## src/rtl/group_reverse_stream_top_defines.svh

```systemverilog
// Assertion macros for the group reverse stream block.
// Included by the top level; expects signals clk and arst_n in scope.
`ifndef GROUP_REVERSE_STREAM_TOP_DEFINES_SVH
`define GROUP_REVERSE_STREAM_TOP_DEFINES_SVH
`ifndef NO_ASSERTIONS
// Property must hold on every rising clock edge outside reset.
`define GRS_ASSERT_ALWAYS(label, expr, msg) \
	label: assert property (@(posedge clk) disable iff (!arst_n) (expr)) else $error(msg);
// Consequent must hold in the cycle after the antecedent.
`define GRS_ASSERT_NEXT(label, ante, cons, msg) \
	label: assert property (@(posedge clk) disable iff (!arst_n) (ante) |=> (cons)) \
		else $error(msg);
`else
`define GRS_ASSERT_ALWAYS(label, expr, msg)
`define GRS_ASSERT_NEXT(label, ante, cons, msg)
`endif
`endif

```

## src/rtl/grs_pkg.sv

```systemverilog
// Shared constants and types for the group reverse stream block.
// No dependencies; imported by every module of the block.
`timescale 1ns / 1ps
package grs_pkg;
	localparam int MAX_GROUP  = 16;
	localparam int DATA_WIDTH = 32;
	localparam int CNT_W      = $clog2(MAX_GROUP + 1);
	localparam int TDATA_W    = ((DATA_WIDTH + 7) / 8) * 8;
	localparam int CFG_W      = 5;

	typedef logic [DATA_WIDTH-1:0] data_t;
	typedef logic [CNT_W-1:0]      cnt_t;

	// Shift commands broadcast from the controller to the row of cells.
	typedef struct packed {
		logic shift_up;
		logic shift_down;
		logic sel_top;
	} grs_ctrl_t;
endpackage

```

## src/rtl/group_reverse_stream_top.sv

```systemverilog
// Top level of the group reverse stream block: a row of value cells and
// its sequencer. Depends on grs_pkg, grs_cell, grs_ctrl and the defines header.
`timescale 1ns / 1ps
// How to use this block:
// Values arrive as requests on the slave stream (s_tdata, s_tlast marks the
// final value of a sequence). Results leave on the master stream in the same
// format. The single register, the group size, is written through cfg_we and
// cfg_wdata; the user must write it only while the block is idle, which the
// block itself does not enforce. Sizes 0 and 1 pass values through, and sizes
// above 16 act as 16. Each accepted value is pushed into a row of 16 cells that
// shift by one position per cycle unless the receiver stalls. When a group is
// complete, the block stops taking requests and pops the row from its low end,
// newest value first, one result per cycle while the receiver is ready.
// A short trailing group on the last value is first slid to the high end of
// the row and then shifted out oldest first. For a full group, the first
// result appears in the cycle after the request that completes it. The shift
// row sets the rate: one cell move per cycle in either direction.
// When the receiver stalls, the row holds and the current result stays on
// m_tdata. s_tready is low while any result of a group is outstanding.
// Reset clears the fill count and the sequencer and sets the size to 1; the
// cell contents are left undefined and are never read before being written.
module group_reverse_stream_top
	import grs_pkg::*;
(
	input  logic               clk,
	input  logic               arst_n,
	input  logic               cfg_we,
	input  logic [CFG_W-1:0]   cfg_wdata,
	input  logic               s_tvalid,
	output logic               s_tready,
	input  logic [TDATA_W-1:0] s_tdata,   // [31:0] value
	input  logic               s_tlast,
	output logic               m_tvalid,
	input  logic               m_tready,
	output logic [TDATA_W-1:0] m_tdata,   // [31:0] value_out
	output logic               m_tlast
);
`include "group_reverse_stream_top_defines.svh"

	grs_ctrl_t ctrl;
	data_t     cell_val [MAX_GROUP];

	grs_ctrl u_ctrl (
		.clk       (clk),
		.arst_n    (arst_n),
		.cfg_we    (cfg_we),
		.cfg_wdata (cfg_wdata),
		.s_tvalid  (s_tvalid),
		.s_tlast   (s_tlast),
		.s_tready  (s_tready),
		.m_tvalid  (m_tvalid),
		.m_tlast   (m_tlast),
		.m_tready  (m_tready),
		.ctrl      (ctrl)
	);

	// Cell 0 takes new input on an upward shift; the top cell holds its own
	// value on a downward shift, which is never read afterward anyway.
	for (genvar i = 0; i < MAX_GROUP; i++) begin : g_cell
		data_t lo_in;
		data_t hi_in;
		if (i == 0) begin : g_first
			assign lo_in = s_tdata[DATA_WIDTH-1:0];
		end else begin : g_mid_lo
			assign lo_in = cell_val[i-1];
		end
		if (i == MAX_GROUP - 1) begin : g_last
			assign hi_in = cell_val[i];
		end else begin : g_mid_hi
			assign hi_in = cell_val[i+1];
		end
		grs_cell u_cell (
			.clk     (clk),
			.ctrl    (ctrl),
			.from_lo (lo_in),
			.from_hi (hi_in),
			.value   (cell_val[i])
		);
	end

	// Reversed groups leave from the low end, in-order tails from the high end.
	assign m_tdata = TDATA_W'(ctrl.sel_top ? cell_val[MAX_GROUP-1] : cell_val[0]);

	`GRS_ASSERT_ALWAYS(a_no_overlap, !(s_tready && m_tvalid), "input taken while draining")
	`GRS_ASSERT_ALWAYS(a_last_valid, !m_tlast || m_tvalid, "last mark without a result")
	`GRS_ASSERT_NEXT(a_end_idle, m_tvalid && m_tready && m_tlast, !m_tvalid, "result after end")
	`GRS_ASSERT_NEXT(a_last_drains, s_tvalid && s_tready && s_tlast, !s_tready, "last not flushed")
endmodule

```

## src/rtl/grs_cell.sv

```systemverilog
// One storage cell of the shift row: holds a single value.
// Depends on grs_pkg for the data type and the command struct.
`timescale 1ns / 1ps
module grs_cell
	import grs_pkg::*;
(
	input  logic      clk,
	input  grs_ctrl_t ctrl,
	input  data_t     from_lo,
	input  data_t     from_hi,
	output data_t     value
);
	data_t value_q;

	// Payload only, so no reset.
	always_ff @(posedge clk) begin
		if (ctrl.shift_up) begin
			value_q <= from_lo;
		end else if (ctrl.shift_down) begin
			value_q <= from_hi;
		end
	end

	assign value = value_q;
endmodule

```

## src/rtl/grs_ctrl.sv

```systemverilog
// Sequencer for the group reverse stream: fill count, group size register
// and the drain state machine. Depends on grs_pkg.
`timescale 1ns / 1ps
module grs_ctrl
	import grs_pkg::*;
(
	input  logic             clk,
	input  logic             arst_n,
	input  logic             cfg_we,
	input  logic [CFG_W-1:0] cfg_wdata,
	input  logic             s_tvalid,
	input  logic             s_tlast,
	output logic             s_tready,
	output logic             m_tvalid,
	output logic             m_tlast,
	input  logic             m_tready,
	output grs_ctrl_t        ctrl
);
	typedef enum logic [1:0] {ST_IDLE, ST_ALIGN, ST_REV, ST_FWD} state_t;

	state_t           state_q;
	logic [CFG_W-1:0] gsize_q;
	cnt_t             fill_q;
	cnt_t             rem_q;
	cnt_t             align_q;
	logic             last_q;
	cnt_t             k_eff;
	cnt_t             n_next;
	logic             in_acc;
	logic             out_acc;

	always_comb begin
		if (gsize_q <= CFG_W'(1)) begin
			k_eff = cnt_t'(1);
		end else if (gsize_q > CFG_W'(MAX_GROUP)) begin
			k_eff = cnt_t'(MAX_GROUP);
		end else begin
			k_eff = cnt_t'(gsize_q);
		end
	end

	assign n_next   = fill_q + cnt_t'(1);
	assign s_tready = (state_q == ST_IDLE);
	assign m_tvalid = (state_q == ST_REV) || (state_q == ST_FWD);
	assign m_tlast  = m_tvalid && last_q && (rem_q == cnt_t'(1));
	assign in_acc   = s_tvalid && s_tready;
	assign out_acc  = m_tvalid && m_tready;

	always_comb begin
		ctrl.shift_up   = 1'b0;
		ctrl.shift_down = 1'b0;
		ctrl.sel_top    = 1'b0;
		case (state_q)
			ST_IDLE:  ctrl.shift_up = in_acc;
			ST_ALIGN: ctrl.shift_up = 1'b1;
			ST_REV:   ctrl.shift_down = m_tready;
			ST_FWD: begin
				ctrl.shift_up = m_tready;
				ctrl.sel_top  = 1'b1;
			end
			default: ;
		endcase
	end

	always_ff @(posedge clk or negedge arst_n) begin
		if (!arst_n) begin
			state_q <= ST_IDLE;
			gsize_q <= CFG_W'(1);
			fill_q  <= '0;
			rem_q   <= '0;
			align_q <= '0;
			last_q  <= 1'b0;
		end else begin
			if (cfg_we) begin
				gsize_q <= cfg_wdata;
			end
			case (state_q)
				ST_IDLE: begin
					if (in_acc) begin
						if (n_next >= k_eff) begin
							state_q <= ST_REV;
							rem_q   <= n_next;
							last_q  <= s_tlast;
							fill_q  <= '0;
						end else if (s_tlast) begin
							// Short tail: slide it to the top end, then send oldest first.
							state_q <= ST_ALIGN;
							rem_q   <= n_next;
							align_q <= cnt_t'(MAX_GROUP) - n_next;
							last_q  <= 1'b1;
							fill_q  <= '0;
						end else begin
							fill_q <= n_next;
						end
					end
				end
				ST_ALIGN: begin
					if (align_q == cnt_t'(1)) begin
						state_q <= ST_FWD;
					end
					align_q <= align_q - cnt_t'(1);
				end
				ST_REV, ST_FWD: begin
					if (out_acc) begin
						if (rem_q == cnt_t'(1)) begin
							state_q <= ST_IDLE;
						end
						rem_q <= rem_q - cnt_t'(1);
					end
				end
				default: state_q <= ST_IDLE;
			endcase
		end
	end
endmodule

```

## config.mk

```make
export PLATFORM = sky130hd
export DESIGN_NAME = group_reverse_stream_top
export DESIGN_NICKNAME = d
export VERILOG_FILES = /design/src/rtl/grs_pkg.sv /design/src/rtl/group_reverse_stream_top.sv /design/src/rtl/grs_cell.sv /design/src/rtl/grs_ctrl.sv
export VERILOG_INCLUDE_DIRS = /design/src /design/src/rtl
export SDC_FILE = /design/constraint.sdc
export NUM_CORES = 1
export LEC_CHECK = 0
export BUFFER_PORTS_ARGS = -buffer_cell sky130_fd_sc_hd__buf_2
export CORE_MARGIN = 2
export CORE_UTILIZATION = 38
export DETAILED_ROUTE_END_ITERATION = 6
export HOLD_SLACK_MARGIN = 0.1
export PLACE_DENSITY = 0.59
export SYNTH_ARGS = -nofsm -noshare
export SYNTH_HDL_FRONTEND = slang
export SYNTH_SLANG_ARGS = --single-unit
```

## constraint.sdc

```tcl
create_clock -name clk -period 28.5 [get_ports clk]
set_input_delay 7.125 -clock clk [delete_from_list [all_inputs] [get_ports clk]]
set_output_delay 7.125 -clock clk [all_outputs]
set_load 0.005 [all_outputs]
```

==> summary.md, run 1 <==
| Metric | Value |
|---|---|
| Fin. Hold Viols | 0 |
| Max-slew headroom | 23.96% |
| Worst skew pair latency | around 0.60 ns |
| Initial antenna violation count | 0 |
| Fin nets | approximately 2400 |
| Largest net degree at the start of global routing | between 200 and 250 |
| I/O Pins | around 80 |
| Root buffer cell | clkbuf_16 |
| Yosys cell types | between 50 and 60 |
| Path category of the worst min-delay check | reg2reg |
| Syn Nets | around 2300 |
| Drt first pass iters | 4 |
| Reg2reg start | u_ctrl.state_q[1] |
| # port buffers | 77 |
| Status | finished, final reports clean |
| CTS sink cnt | 535 |
| H-tree Lvls | 2 |
| Largest family of logic cells by synthesized area | simple AND/OR/NAND/NOR gates |
| Post-Route WL | 42110 um |
| CP Launch Type | input port |
| Total track usage | roughly an eighth |
| Synth area leader | edfxtp_1 |
| Async SR Flop Fraction | ~4.3% |
| WP data required | around 29 ns |
| Total Neg Setup Slack | 0 ns |
| P&R area growth vs syn | 12.36% |
| Post-synthesis simple-gate area fraction | between 20 and 25% |
| Critical Path AT | ~11 ns |
| Worst-margin pin slew | about 1.1 ns |
| Top FF cell, synth | edfxtp_1 |
| Clock transition at the registers of the reported paths | 0.06 ns |
| Syn_area_per_cell | between 10 and 15 um^2 |
| Die H | roughly 250 um |
| First-pass GRT wire length | between 70000 and 80000 um |
| R2R depth | 8 |
| EDFF count, synth | 512 |
| Sequential fraction of the synthesis area | around two thirds |
| Cell Pwr Density | approximately 140 nW/um^2 |
| Routability cong. | roughly 0.76 |
| Cts repair resizes | 0 |
| Core Box Area | between 60000 and 70000 um^2 |
| Fmax | around 0.095 GHz |
| Die area | between 60000 and 70000 um^2 |
| RR Endpoint | g_cell[2].u_cell.value[16] |
| Max Slew Vio Count | 0 |
| Most frequent cells in the layout | nand2_1 (1462), edfxtp_1 (512), buf_2 (77) |
| Synth Area in Adders | 0.5385% |
| Via/cell ratio | 4.774 |
| Final period util | a little under two fifths |
| RSZ-0062 raised after global routing | no |
| Flops & latches, synth | 535 |
| Setup CP Type | in2reg |
| Total of max-cap violations | 0 |
| R2R Setup Slk | between 20 and 25 ns |
| Die Wd | approximately 250 um |
| Initial DRC count | about 1200 |
| Crit path max fanout | 102 |
| Deepest clock path buffer count | 3 |
| Congestion Overflow GR | 0 |
| Antenna Cells | 0 |
| Proportion of layout cells with a drive suffix above 1 | around a tenth |
| Synthesized cell area | between 20000 and 25000 um^2 |
| CP Capture Type | register |
| Post-Synthesis Cells | 2269 |
| Drt drc | 0 |
| Hold WS | between 0.4 and 0.5 ns |
| Count of final setup violators | 0 |
| Xor-xnor portion of the synthesized cell area | 0.3446% |
| Hold Path Sink | g_cell[15].u_cell.value[19] |
| Post-synthesis compound-gate area fraction | 1.190% |
| ANT nets after route | 0 |
| Synth warnings | 0 |
| Dpl hpwl | between 20000 and 25000 um |
| Row count | 90 |
| Top cells by area, synth | edfxtp_1 (66%), nand2_1 (24%), dfrtp_1 (2.4%), buf_2 (1.9%), mux2_2 (1.8%) |
| Vias in the first global route | approximately 14000 |
| TritonCTS clock tree | yes |
| Hold path startpoint | g_cell[14].u_cell.value[19] |
| Yosys top cell area share | approximately two thirds |
| Critical Path Start | m_tready |
| Peak VDD IR | 0.07090 mV |
| Initial core utilization | 38.50% |
| Inserted Clock Buffers | 57 |
| Post-synthesis mux area share | 2.014% |
| Layout Skew | between 0.01 and 0.015 ns |
| Postcts setup bufs | 0 |
| Min cycle time layout | approximately 11 ns |
| Commonest non-fill, non-tap cell in the layout | nand2_1 |
| Hold-fix buffers at CTS | 0 |
| Total via count in the routed design | around 15000 |
| Hold path depth | 0 |
| Pleak | between 0.01 and 0.015 uW |
| DR WL/cell | between 10 and 15 um |
==> stage by stage <==
stage          setup slack (ns)  instances  total power (uW)  util [%]  instance area [um^2]
6_report                  17.98       3134              3534     43.26                 26110
5_1_grt                   17.55       3134              3831     43.26                 26110
4_1_cts                   17.94       3134              3596     43.26                 26110
3_5_place_dp              17.29       3026              2822     40.09                 24190
3_3_place_gp              17.33       3026              2771     40.09                 24190
2_1_floorplan             8.828       2269              2596         -                 23240
==> cell type report <==
type / instances / area [um^2]
fill: 5707 / 34250
sequential: 535 / 15950
multi-input combinational: 1608 / 6704
clock buffer: 74 / 1540
tap: 782 / 978.4
timing repair buffer: 91 / 515.5
clock inverter: 34 / 374.1
inverter: 10 / 45.04
==> power by group <==
group / switching (uW) / internal (uW) / total, uW / leakage (uW)
Combinational: 707 / 344 / 1050 / 0.00510
Sequential: 217 / 1510 / 1730 / 0.00551
Clock: 311 / 446 / 757 / 0.000935
==> layer usage <==
layer  GRT usage [%]  routed length, um  vias to the layer above
met5               0                  0                        -
met4           3.588                750                        0
met3           2.537               1655                       56
met2           21.39              19740                      208
met1           18.37              19960                     7211
li1                -                  -                     7488
==> worst max path at each step <==
stage	end	slack (ns)	depth (start not counted)
after global placement	g_cell[0].u_cell.value[14]	17.33	9
final	g_cell[2].u_cell.value[16]	17.98	9
after detailed placement	g_cell[12].u_cell.value[12]	17.29	9
after global routing	g_cell[1].u_cell.value[12]	17.55	9
after CTS	g_cell[14].u_cell.value[15]	17.94	9
after floorplan	g_cell[0].u_cell.value[0]	8.83	2
==> worst max-delay path, stage by stage <==
cell and delay (ns):
buf_2 0.15, nand2b_1 0.20, a21oi_4 0.20, buf_4 0.51, buf_4 0.77, buf_4 0.78
buf_4 0.90, nand2_1 0.16, nand2_1 0.10
==> cells by family after synthesis <==
group | after synthesis
simple gates | 1508
flops | 535
buf+inv | 126
mux | 42
compound gates | 41
fa+ha+maj | 10
xor+xnor | 7
==> synthesized netlist by cell type, types with 2 or more instances <==
| cell type | n |
|---|---|
| edfxtp_1 | 512 |
| a31oi_1 | 3 |
| inv_1 | 9 |
| clkbuf_1 | 25 |
| mux2i_1 | 4 |
| a211oi_1 | 2 |
| buf_2 | 89 |
| xnor2_1 | 4 |
| o21ai_0 | 10 |
| mux2_2 | 38 |
| a21oi_1 | 9 |
| or3_1 | 2 |
| nand2_1 | 1463 |
| o31ai_1 | 2 |
| and3_1 | 2 |
| nor3_1 | 9 |
| ha_1 | 10 |
| dfrtp_1 | 22 |
| nor2_1 | 14 |
| nand3_1 | 4 |
| o221a_2 | 2 |
| buf_4 | 2 |
| xor2_1 | 2 |
| nor2b_1 | 3 |
==> state kept, by name, summed over array words and instances, names as in the netlist <==
register             flops
u_ctrl.fill_q            5
g_cell.u_cell.value    512
u_ctrl.gsize_q           5
u_ctrl.rem_q             5
u_ctrl.state_q           2
u_ctrl.last_q            1
u_ctrl.align_q           5
Power figures use the tool's default switching activity.
==> run 2: changes to the inputs <==
- PLACE_DENSITY: 0.59 -> 0.61
- clock period: 28.5 -> 9.3 ns (I/O delays scaled with it)
==> run 2 against run 1 <==
Against the previous run: flip-flop and latch count did not move; combinational power rose to 3.1 times the previous value; sequential share of layout area rose by 0.52 points; largest cell class unchanged; die area did not move; sequential power grew to 3.1 times the previous value; cell count decreased by 0.19%; global-route usage about the same; power rose to 3.0 times the previous value; setup slack lost 14 ns.
==> summary.md, run 2 (same netlist as run 1, synthesis figures left out) <==
| Metric | Value |
|---|---|
| Max Slew Vio Count | 0 |
| Row count | 90 |
| CP endpoint | g_cell[14].u_cell.value[22] |
| I/O Pins | between 70 and 80 |
| Vias in the first global route | between 10000 and 15000 |
| Die H | about 250 um |
| Grt met3 use | about 2.0% |
| Total track usage | a little over an eighth |
| Antenna Cells | 0 |
| Max-slew headroom | 20.45% |
| CP Capture Type | register |
| DR WL/cell | roughly 13 um |
| Critical Path AT | approximately 5.6 ns |
| Fin. Hold Viols | 0 |
| Critical Path Start | m_tready |
| Worst path slowest cell | buf_4 |
| Root buffer cell | clkbuf_16 |
| CTS sink cnt | ~540 |
| WP buf/inv | 4 |
| # port buffers | 77 |
| Post-Route WL | roughly 42000 um |
| Via/cell ratio | 4.792 |
| Initial DRC count | ~1500 |
| Inserted Clock Buffers | 57 |
| Fmax | roughly 0.2 GHz |
| Grt peak-use layer | met2 |
| Count of final setup violators | 0 |
| Core Box Area | between 60000 and 70000 um^2 |
| Proportion of layout cells with a drive suffix above 1 | 8.994% |
| Peak VDD IR | 0.2616 mV |
| Final period util | between 50% and 60% |
| CP top delay family | buffers and inverters |
| Min cycle time layout | between 5 and 6 ns |
| Placed instance area | approximately 24000 um^2 |
| Initial antenna violation count | 0 |
| Layout Skew | 0.01287 ns |
| DP Cell Count | 3024 |
| GR Util met2 | between 20% and 30% |
| Total Neg Setup Slack | 0 ns |
| Worst-margin pin slew | 1.193 ns |
| Path category of the worst min-delay check | reg2reg |
| Pleak | around 0.011 uW |
| Cts repair resizes | 0 |
| Most used cell, CP | buf_4 |
| Cell Pwr Density | slightly above 400 nW/um^2 |
| TritonCTS clock tree | yes |
| R2R depth | 7 |
| First-pass GRT wire length | 70700 um |
| Commonest non-fill, non-tap cell in the layout | nand2_1 |
| Setup CP Type | in2reg |
| Drt first pass iters | 5 |
| Die area | around 63000 um^2 |
| Drt drc | 0 |
| RR Endpoint | g_cell[14].u_cell.value[22] |
| Clock transition at the registers of the reported paths | roughly 0.060 ns |
| FILL cells | 5700 |
| Crit path max fanout | 101 |
| Crit path cell chain | buf_2, nand2b_1, a21oi_4, buf_4, buf_4, buf_4, nand2_1, nand2_1 |
| Initial core utilization | about two fifths |
| Final core occ | between 40% and 50% |
| Delay of the slowest critical-path stage | 0.89 ns |
| Most frequent cells in the layout | nand2_1 (1462), edfxtp_1 (512), buf_2 (77) |
| Total of max-cap violations | 0 |
| WP depth | 8 |
| R2R Setup Slk | about 5.3 ns |
| P&R area growth vs syn | 11.42% |
| Finished Cell Area | between 20000 and 30000 um^2 |
| CP Launch Type | input port |
| Status | finished, final reports clean |
| Reg2reg start | u_ctrl.state_q[1] |
| RSZ-0062 raised after global routing | no |
| Total via count in the routed design | approximately 15000 |
| Max reg flops | about 510 |
| Postcts setup bufs | 0 |
| Congestion Overflow GR | 0 |
| Worst skew pair latency | a little over 0.6 ns |
| H-tree Lvls | 2 |
| Met1 usage | 18.67% |
| Deepest clock path buffer count | 3 |
| Largest net degree at the start of global routing | between 200 and 250 |
| Fin cells | 3128 |
| Fin nets | around 2400 |
| ANT nets after route | 0 |
| Routability cong. | 0.8081 |
| Hold-fix buffers at CTS | 0 |
| Dpl hpwl | 23130 um |
| Die Wd | ~250 um |
| WP data required | about 9.8 ns |
| Total power | about 11000 uW |
-- run 2: per-layer routing --
layer	vias to the layer above	part of all wire, %
li1	7486	-
met1	7240	48
met2	208	46
met3	56	3.5
met4	0	2.2
met5	-	0
-- run 2: how the worst min path moves through the flow --
stage,start,end,cells after the start
6_report,g_cell[14].u_cell.value[17],g_cell[15].u_cell.value[17],0
5_1_grt,g_cell[14].u_cell.value[29],g_cell[15].u_cell.value[29],0
4_1_cts,g_cell[14].u_cell.value[17],g_cell[15].u_cell.value[17],0
3_5_place_dp,g_cell[14].u_cell.value[19],g_cell[15].u_cell.value[19],0
3_3_place_gp,g_cell[14].u_cell.value[0],g_cell[15].u_cell.value[0],0
2_1_floorplan,g_cell[14].u_cell.value[0],g_cell[15].u_cell.value[0],0
-- run 2: layout make-up --
cell class	instances	area, um^2	share of cell area [%]
Inverter	10	45.04	0.1740
Tap cell	782	978.4	3.779
Clock inverter	33	210.2	0.8119
Timing Repair Buffer	89	513.0	1.982
Clock buffer	71	1479	5.713
Sequential cell	535	15950	61.62
Multi-Input combinational cell	1608	6711	25.92
-- run 2: through the flow --
step / hold slack (ns) / worst slack [ns]
after global routing: 0.4556 / 3.886
final: 0.4469 / 4.189
after floorplan: 0.4262 / 0.1572
after detailed placement: 0.4315 / 3.577
after CTS: 0.4490 / 4.219
after global placement: 0.4341 / 3.674
-- run 2: power breakdown --
group / internal, uW / switching, uW
Clock: 1150 / 926
Sequential: 4630 / 665
Combinational: 1060 / 2180
Total: 6840 / 3770
